**src/sdla_pkg.sv**
```systemverilog
// Shared types and constants for the sprite directional light accumulator.
package sdla_pkg;

	localparam logic [7:0] WHITE = 8'hff;
	localparam int QBITS = 15;
	localparam logic CMD_BEGIN = 1'b0;
	localparam logic CMD_APPLY = 1'b1;
	localparam logic [12:0] MAX_RADIUS_RESET = 13'd256;

	typedef struct packed {
		logic               command;
		logic [7:0]         color_r;
		logic [7:0]         color_g;
		logic [7:0]         color_b;
		logic signed [15:0] view_x;
		logic signed [15:0] view_y;
		logic signed [31:0] offset_x;
		logic signed [31:0] offset_y;
		logic [30:0]        distance;
		logic signed [31:0] height_diff;
		logic [30:0]        light_radius;
	} in_item_t;

	typedef struct packed {
		logic [7:0] left_r;
		logic [7:0] left_g;
		logic [7:0] left_b;
		logic [7:0] right_r;
		logic [7:0] right_g;
		logic [7:0] right_b;
		logic       stop;
	} out_item_t;

	// what the front stage decided about an item
	typedef enum logic [1:0] {
		K_BEGIN,
		K_SKIP,
		K_LIGHT
	} kind_t;

	typedef struct packed {
		kind_t              kind;
		logic [7:0]         color_r;
		logic [7:0]         color_g;
		logic [7:0]         color_b;
		logic signed [15:0] view_x;
		logic signed [15:0] view_y;
		logic signed [31:0] offset_x;
		logic signed [31:0] offset_y;
		logic [30:0]        distance;
		logic [30:0]        hd_abs;
		logic [30:0]        light_radius;
		logic [12:0]        radius;
	} work_t;

	typedef enum logic [3:0] {
		S_IDLE,
		S_DIVZ,
		S_DIVF,
		S_DIVX,
		S_DIVY,
		S_MUL1,
		S_MUL2,
		S_MUL3,
		S_MUL4,
		S_ADD,
		S_OUT
	} back_state_t;

endpackage

```
**src/sdla_front.sv**
```systemverilog
// Front stage: classifies an item and pushes it into a two-entry work queue.
module sdla_front import sdla_pkg::*; (
	input  logic      clk,
	input  logic      arst_n,
	input  logic      push,
	output logic      full,
	input  in_item_t  item,
	input  logic [12:0] max_radius,
	input  logic      pop_work,
	output logic      work_valid,
	output work_t     work
);

	work_t       mem_q [2];
	logic        wr_q, rd_q;
	logic [1:0]  cnt_q;
	work_t       w;
	logic [31:0] hd_abs;
	logic [12:0] r;
	logic        do_push, do_pop;

	always_comb begin
		r = (max_radius == '0) ? 13'd1 : max_radius;
		hd_abs = item.height_diff[31] ? 32'(-item.height_diff) : 32'(item.height_diff);
		w.color_r = item.color_r;
		w.color_g = item.color_g;
		w.color_b = item.color_b;
		w.view_x = item.view_x;
		w.view_y = item.view_y;
		w.offset_x = item.offset_x;
		w.offset_y = item.offset_y;
		w.distance = item.distance;
		w.hd_abs = hd_abs[30:0];
		w.light_radius = (item.light_radius == '0) ? 31'd1 : item.light_radius;
		w.radius = r;
		if (item.command == CMD_BEGIN)
			w.kind = K_BEGIN;
		else if (item.distance == '0 || {16'd0, hd_abs} > {19'd0, r, 16'd0})
			w.kind = K_SKIP;
		else
			w.kind = K_LIGHT;
	end

	assign full = (cnt_q == 2'd2);
	assign do_push = push && !full;
	assign work_valid = (cnt_q != 2'd0);
	assign do_pop = pop_work && work_valid;
	assign work = mem_q[rd_q];

	always_ff @(posedge clk or negedge arst_n) begin
		if (!arst_n) begin
			wr_q <= 1'b0;
			rd_q <= 1'b0;
			cnt_q <= '0;
		end else begin
			if (do_push) wr_q <= !wr_q;
			if (do_pop) rd_q <= !rd_q;
			cnt_q <= cnt_q + 2'(do_push) - 2'(do_pop);
		end
	end

	always_ff @(posedge clk) begin
		if (do_push) mem_q[wr_q] <= w;
	end

endmodule

```
**config.mk**
```make
export PLATFORM = sky130hd
export DESIGN_NAME = sdla_front
export DESIGN_NICKNAME = d
export VERILOG_FILES = /design/src/sdla_pkg.sv /design/src/sdla_front.sv
export SDC_FILE = /design/constraint.sdc
export NUM_CORES = 1
export LEC_CHECK = 0
export ABC_AREA = 1
export BUFFER_PORTS_ARGS = -buffer_cell sky130_fd_sc_hd__clkbuf_2
export CAP_MARGIN = 0
export CORE_UTILIZATION = 25
export DETAILED_ROUTE_END_ITERATION = 16
export PLACE_DENSITY_LB_ADDON = 0.1
export SETUP_SLACK_MARGIN = 0.05
export SYNTH_ARGS = -nofsm -noshare
export SYNTH_HDL_FRONTEND = slang
export SYNTH_SLANG_ARGS = --single-unit
```
**constraint.sdc**
```tcl
create_clock -name clk -period 18.85 [get_ports clk]
set_input_delay 3.77 -clock clk [delete_from_list [all_inputs] [get_ports clk]]
set_output_delay 3.77 -clock clk [all_outputs]
set_load 0.03 [all_outputs]
```
== After elaboration in Yosys (flattened, before gate mapping) ==
Memories as Yosys holds them, arrays and structs flattened.
Cells that the tools add are included.

* Word-level logic and storage cells: 26
* Bits in registers: 4
* Memories: 1
* Memory bits (writable): 456
* Output and inout bits: 230
* Bits of input ports: 232

{| class="wikitable"
|+ Memory list
! name !! words !! bits a word !! rd ports !! clocked after Yosys merged registers in !! wr ports !! RTL line !! text
|-
| mem_q || 2 || 228 || 1 || 0 || 1 || sdla_front.sv:14 || <nowiki>work_t mem_q [2];</nowiki>
|}

* $lt $le $gt $ge: 1
* Muxes and demuxes: 7
* Equal/unequal tests: 1
* Reduce and logical (&&, ||, !) cells: 10
* Add/subtract/negate cells: 3

{| class="wikitable"
|+ Operator list
! kind !! number
|-
| $logic_not A31 Y1 || 2
|-
| $gt A32 B29 Y1 || 1
|-
| $mux W32 || 1
|-
| $neg A32 Y32 || 1
|-
| $mux W31 || 1
|-
| $logic_not A13 Y1 || 1
|-
| $mux W13 || 1
|-
| $mux W2 || 2
|-
| $logic_not A1 Y1 || 3
|-
| $add A2 B1 Y2 || 1
|-
| $eq A2 B2 Y1 const B || 1
|-
| $logic_and A1 B1 Y1 || 2
|-
| $mux W1 || 2
|-
| $reduce_bool A2 Y1 || 1
|-
| $sub A2 B1 Y2 || 1
|-
| $logic_or A1 B1 Y1 || 1
|}

== Logic depth before layout (Yosys ltp) ==
Gate-level depths: netlist of run 1.

* Depth after elaboration: 6
* Depth in mapped cells: 23
* Mapped depth without buffers: 23

== Worst setup path before layout of run 1 ==
No wires, ideal clock.

* Path kind: in2reg
* Start point: input port push
* End point: memory mem_q[0][0] (netlist name) (enable)
* Library setup time: 0.822 ns
* Cell stages on the path: 2
* Setup slack: 4.600 ns
* Required time: 18.028 ns
* Data arrival time: 13.428 ns
* Path buffers: 0
* Cells stage by stage: o21ai_0 nor2_1

* Word-level cells in the longest chain between the ends: 3

{| class="wikitable"
|+ Ends and longest elaborated chain
! what !! RTL line !! text
|-
| start, declared || sdla_front.sv:5 || <nowiki>input logic push,</nowiki>
|-
| $logic_and A1 B1 Y1 || sdla_front.sv:45 || <nowiki>assign do_push = push && !full;</nowiki>
|-
| $mux W1 || sdla_front.sv:63 || <nowiki>if (do_push) mem_q[wr_q] <= w;</nowiki>
|-
| $mux W1 (implied by the code) || sdla_front.sv:63 ||
|-
| end, declared || sdla_front.sv:14 ||
|}

Every way passes these cells.

==> flow_summary.yaml, run 1 <==
synthesis:
  synth-async-reset-ratio: 0.008696
  ys_seq_area_frac: 0.7496
  synth_top_family_by_area: "simple AND/OR/NAND/NOR gates"
  syn_nets: 1806
  avgSynthCellArea_um2: 11.81
  synthMuxAreaShare: 0
  ys_types: 34
  yosys_warnings: 0
  synth-xor-area-share: 0.008975
  synthesis.area_um2: 18400
  synth_compound_area_frac: 0.007955
  synth_edf_count: 456
  synth_cells: 1558
  synth_adder_area_share: 0.01088
  ys_seq_elements: 460
  synth-main-ff-cell: "edfxtp_1"
  synth_simple_gate_area_share: 0.1891
layout:
  layout_commonest_cell: "nand2_1"
  fillers: 7485
  nets: 2235
  final_cell_mix: "767 x nand2_1, 461 x clkbuf_2, 456 x edfxtp_1, 60 x inv_1, 56 x clkbuf_16"
  drive_above_1_share: 0.2759
  syn_to_final_growth_pct: 26.62
  stdcell_area_um2: 23300
clock_network:
  clock_latency_ns: 0.59
  root_buffer: "clkbuf_16"
  clk_pin_slew_ns: 0.06
  cts_hold_buf: 0
  cts_tree: "built"
  clk_path_buf_depth: 3
  numCtsBuffers: 55
  cts_sinks: 460
  cts_setup_buffers: 0
  h-tree-depth: 2
  cts_resized: 0
detailed_routing:
  via_per_inst: 4.156
  drtIter0Drc: 678
  wl_met3_um: 3547
  first_pass_iters: 5
  ant_nets: 0
  dr_wl_met2_um: 27180
  wl_per_cell_um: 18.09
  totalWireLength_um: 54060
  drcViolationCount: 0
  num_vias: 12420
  top_layer_used: "met5"
  drt-met1-wl_um: 22150
sta:
  max-slew-margin-rel: 0.09433
  tightest_slew_ns: 1.359
  period_needed_ns: 7.558
  finalSetupTns_ns: 0
  max_freq_ghz: 0.1323
  slew_viol_final: 0
  skew_ns: 0.01580
  whs_ns: 0.5549
  finalHoldViolCount: 0
  rsz0062_at_grt: "false"
  setup_viol: 0
  finalCritPeriodShare: 0.4009
die:
  ios: 462
  coreArea_um2: 72830
  start_util: 0.2526
  die_w_um: 273.3
  dieArea_um2: 74700
  fp-row-count: 99
  die_y_um: 273.3
worst_setup_path:
  cp_max_fo: 159
  r2r_slack_ns: 15.94
  cp.arrival_ns: 3.79
  critPathKind: "reg -> out"
  critPathCaptureType: "primary output"
  crit_required_ns: 15.08
  worstSetupStartpointType: "flop"
placement:
  postPlaceCellArea_um2: 21630
  gp_congestion: 0.8205
  portBuffers: 461
  hpwlAfterDp_um: 36820
pwr:
  p_per_area_nw_per_um2: 170.8
  p_leak_nw: 9.973
  power.total_mw: 3.979
  peakVddDrop_uv: 95.90
global_routing:
  track_usage: 0.1407
  antenna_found_initial: 6
  overflow: 0
  grt_pass1_wl_um: 78540
  grt_start_max_net_pins: 163
  grt_pass1_vias: 12200
outcome:
  status: "completed"
flow_run:
  cap_viol_max_count: 0
hold_path:
  hold_class: "reg -> reg"
==> synth_stat cells, types with 2 or more instances <==
cell	number	share of area
a21oi_1	8	0.0022
buf_1	6	0.0012
buf_6	2	0.0012
clkbuf_1	86	0.018
dfrtp_1	4	0.0054
edfxtp_1	456	0.74
ha_1	16	0.011
inv_1	61	0.012
inv_2	2	0.00041
nand2_1	767	0.16
nand2_2	3	0.0010
nand3_1	25	0.0068
nand3b_1	6	0.0024
nand4_1	9	0.0031
nor2_1	33	0.0067
nor2_2	3	0.0010
nor3_1	8	0.0022
nor3_2	2	0.0011
nor4_1	19	0.0065
o21ai_0	12	0.0033
or2_2	2	0.00068
xnor2_1	2	0.00095
xor2_1	15	0.0071
==> worst paths after layout <==
check | startpoint | endpoint | cells after the start
max | rd_q | work[140] | 5
min | cnt_q[0] | cnt_q[0] | 1
max reg2reg | cnt_q[1] | mem_q[0][87] | 4
min reg2reg | cnt_q[0] | cnt_q[0] | 1
max in group asynchronous | arst_n | rd_q | 1
min in group asynchronous | arst_n | rd_q | 1
==> stage by stage <==
stage	worst slack [ns]	std cells	util
2_1_floorplan	4.600	1558	-
3_3_place_gp	11.48	2889	0.2970
3_5_place_dp	11.49	2889	0.2970
4_1_cts	11.28	2985	0.3198
5_1_grt	10.99	2986	0.3198
6_report	11.29	2989	0.3199
==> kinds of logic after synthesis <==
kind of cell | after synthesis
buffers and inverters | 159
and+or+nand+nor | 879
DFF | 460
adders and majority gates | 16
xor gates and xnor gates | 18
AOI/OAI and AO/OA | 26
==> flip-flops by register name (all words and copies together) (netlist names) <==
register	flops
cnt_q	2
rd_q	1
wr_q	1
mem_q	456
==> worst max-delay path, stage by stage (launching register included) <==
cell and delay [ns]:
dfrtp_4 0.84, inv_8 0.71, buf_4 0.71, nand2_1 0.12, nand2_1 0.11, clkbuf_2 0.21
==> per-layer routing <==
layer,GRT usage,vias up
met2,0.2440,344
li1,-,6056
met4,0.04072,8
met3,0.03746,79
met1,0.1704,5934
met5,0,-
==> area by class of cell <==
type	instances	area [µm²]	share of cell area
repair buffers	468	2385	0.1024
clock inverters	31	222.7	0.009559
well taps	959	1200	0.05150
clock buffers	65	1435	0.06159
diodes	4	10.01	0.0004296
inverters	63	244.0	0.01047
flip-flops and latches	460	13800	0.5922
multi-input cells	939	4006	0.1719
==> power breakdown <==
group / internal (mW) / switching (mW) / total, mW / leakage [nW]
sequential: 1.41 / 0.0830 / 1.49 / 4.28
combinational: 0.333 / 1.18 / 1.52 / 4.91
clock: 0.566 / 0.407 / 0.974 / 0.786
total: 2.31 / 1.67 / 3.98 / 9.97
No activity file was read; power rests on OpenSTA's default activity.
==> inputs of run 2 (changes only) <==
Settings changed: ABC_AREA 1 to 0.
Clock period 18.85 ns to 7.95 ns, I/O delays scaled along.
==> run 2 against run 1 <==
  * Count of clock-buffer cells in the layout grew 9
  * Cell count shrank 19%
  * Final area shrank 0.38%
  * Sequential share of layout area rose by 0.23 points
  * Flip-flop and latch count unchanged
  * Core utilization is 0.37 points higher
  * Clock power is 150% higher
  * Power rose by 130%
  * Combinational power rose by 110%
  * Clock skew about the same
  * Die area down 1.2%
  * Critical endpoint is now mem_q[1][226]
  * Highest routed layer is now met4
==> flow_summary.yaml, run 2 <==
synthesis:
  ys_types: 57
  syn_nets: 1227
  synth-async-reset-ratio: 0.008696
  yosys_warnings: 0
  synth_commonest_cells: "456 x edfxtp_1, 229 x mux2_2, 67 x clkbuf_1, 25 x inv_1, 24 x nor4_1"
  yosysMostFrequentCell: "edfxtp_1"
  yosys-top-cells-area: "edfxtp_1 75%, mux2_2 14%, clkbuf_1 1.4%"
  synth_cells: 979
  ys_seq_elements: 460
  synth_top_area_cell: "edfxtp_1"
  synth-main-ff-cell: "edfxtp_1"
  synth_edf_count: 456
  yosysTopAreaCellShare: 0.7531
  ys_seq_area_frac: 0.7586
  avgSynthCellArea_um2: 18.57
  synthesis.area_um2: 18180
hold_path:
  hold_class: "reg -> reg"
  worstHoldStart: "cnt_q[1]"
  holdPathStages: 1
layout:
  nets: 1680
  syn_to_final_growth_pct: 27.66
  top_register: "mem_q"
  instances_no_fill: 2421
  drive_above_1_share: 0.5340
  largest_register_ffs: 456
  multiInputGateArea_um2: 4015
  final_cell_mix: "461 x clkbuf_2, 456 x edfxtp_1, 229 x mux2_2, 57 x clkbuf_16, 25 x inv_1"
  fillers: 7132
  seqCellArea_um2: 13800
  layout_commonest_cell: "clkbuf_2"
  reg_top3: "mem_q (456), cnt_q (2)"
  stdcell_area_um2: 23210
placement:
  gp_congestion: 0.8363
  dp_cells: 2324
  hpwlAfterDp_um: 33770
  postPlaceCellArea_um2: 21490
  portBuffers: 461
die:
  die_w_um: 271.7
  ios: 462
  die_y_um: 271.7
  dieArea_um2: 73810
  start_util: 0.2535
  fp-row-count: 98
  coreArea_um2: 71730
clock_network:
  clk_pin_slew_ns: 0.05
  root_buffer: "clkbuf_16"
  cts_hold_buf: 0
  cts_resized: 0
  h-tree-depth: 2
  cts_setup_buffers: 0
  cts_tree: "built"
  clk_path_buf_depth: 3
  numCtsBuffers: 56
  clock_latency_ns: 0.60
  cts_sinks: 460
pwr:
  peakVddDrop_uv: 261.1
  p_per_area_nw_per_um2: 392.5
  p_leak_nw: 8.566
  power.total_mw: 9.110
worst_setup_path:
  critPathLaunch: "item[34]"
  critPathCaptureType: "flop"
  r2r.worst_path.cells: 4
  crit_required_ns: 8.26
  cp.arrival_ns: 5.15
  timing.rr.end: "mem_q[0][41]"
  timing.rr.start: "cnt_q[1]"
  cp_max_fo: 7
  worstSetupStartpointType: "primary input"
  r2r_slack_ns: 5.37
  crit_end: "mem_q[1][226]"
  critPathKind: "in -> reg"
detailed_routing:
  via_per_inst: 4.249
  drcViolationCount: 0
  num_vias: 10290
  wl_per_cell_um: 20.23
  first_pass_iters: 4
  ant_nets: 0
  drtIter0Drc: 459
  totalWireLength_um: 48970
sta:
  setup_viol: 0
  period_needed_ns: 4.841
  rsz0062_at_grt: "false"
  skew_ns: 0.01590
  whs_ns: 0.5030
  slew_viol_final: 0
  finalCritPeriodShare: 0.6089
  max_freq_ghz: 0.2066
  tightest_slew_ns: 1.188
  max-slew-margin-rel: 0.2079
  finalHoldViolCount: 0
  finalSetupTns_ns: 0
global_routing:
  grt_pass1_vias: 10630
  antenna_found_initial: 1
  track_usage: 0.1296
  grt_start_max_net_pins: 151
  grt_pass1_wl_um: 71280
  overflow: 0
flow_run:
  cap_viol_max_count: 0
outcome:
  status: "completed"
[run 2: kinds of logic (layout without fill, tap and decap cells)]
logic type               Yosys count  count (layout)  share of synthesized area
XOR/XNOR                          27              27                    0.01301
AND/OR/NAND/NOR                  100             100                    0.03468
buffers and inverters             98             589                    0.02126
AO/OA/AOI/OAI                     49              49                    0.01961
multiplexers                     229             229                     0.1418
adder cells (fa/ha/maj)           16              16                    0.01101
other                              0               1                          0
flip-flops                       460             460                     0.7586
[run 2: worst max-delay path, stage by stage]
cell	delay [ns]
clkbuf_2	0.13
nor4_2	0.65
nand4_1	0.31
or3_1	0.53
o31ai_1	0.28
xnor2_1	0.16
ha_1	0.32
nand3_1	0.10
nor3_1	0.29
and3_1	0.20
and4bb_2	0.21
and4_2	0.25
o311ai_1	0.12
[run 2: layout make-up]
type,count,share of cell area
flip-flops and latches,460,0.5944
multi-input cells,421,0.1730
repair buffers,468,0.1033
clock buffers,74,0.06420
well taps,950,0.05121
clock inverters,22,0.009757
inverters,25,0.004043
diodes,1,0.0001078
[run 2: per-layer routing]
layer | wire, µm | vias to the layer above | GRT usage | part of all wire
met2 | 24140 | 302 | 0.2199 | 0.49
met4 | 1179 | 0 | 0.04007 | 0.024
met5 | 0 | - | 0 | 0
met3 | 3757 | 81 | 0.04423 | 0.077
li1 | - | 4741 | - | -
met1 | 19890 | 5163 | 0.1538 | 0.41
[run 2: how the worst min path moves through the flow]
stage                          end  slack, ns
after floorplan           cnt_q[1]       0.46
after global placement    cnt_q[1]       0.49
after detailed placement  cnt_q[1]       0.50
after CTS                 cnt_q[1]       0.51
after global routing      cnt_q[1]       0.55
final                     cnt_q[1]       0.50
[run 2: report_power, final]
part	switching (mW)	total (mW)	internal (mW)
clock network	0.972	2.41	1.44
registers	0.116	3.45	3.33
logic	2.25	3.25	1.01
[run 2: per-stage QoR]
step,setup slack (ns),utilization
4_1_cts,3.170,0.3235
3_3_place_gp,2.669,0.2996
3_5_place_dp,2.514,0.2996
5_1_grt,2.806,0.3235
2_1_floorplan,0.5143,-
6_report,3.109,0.3236
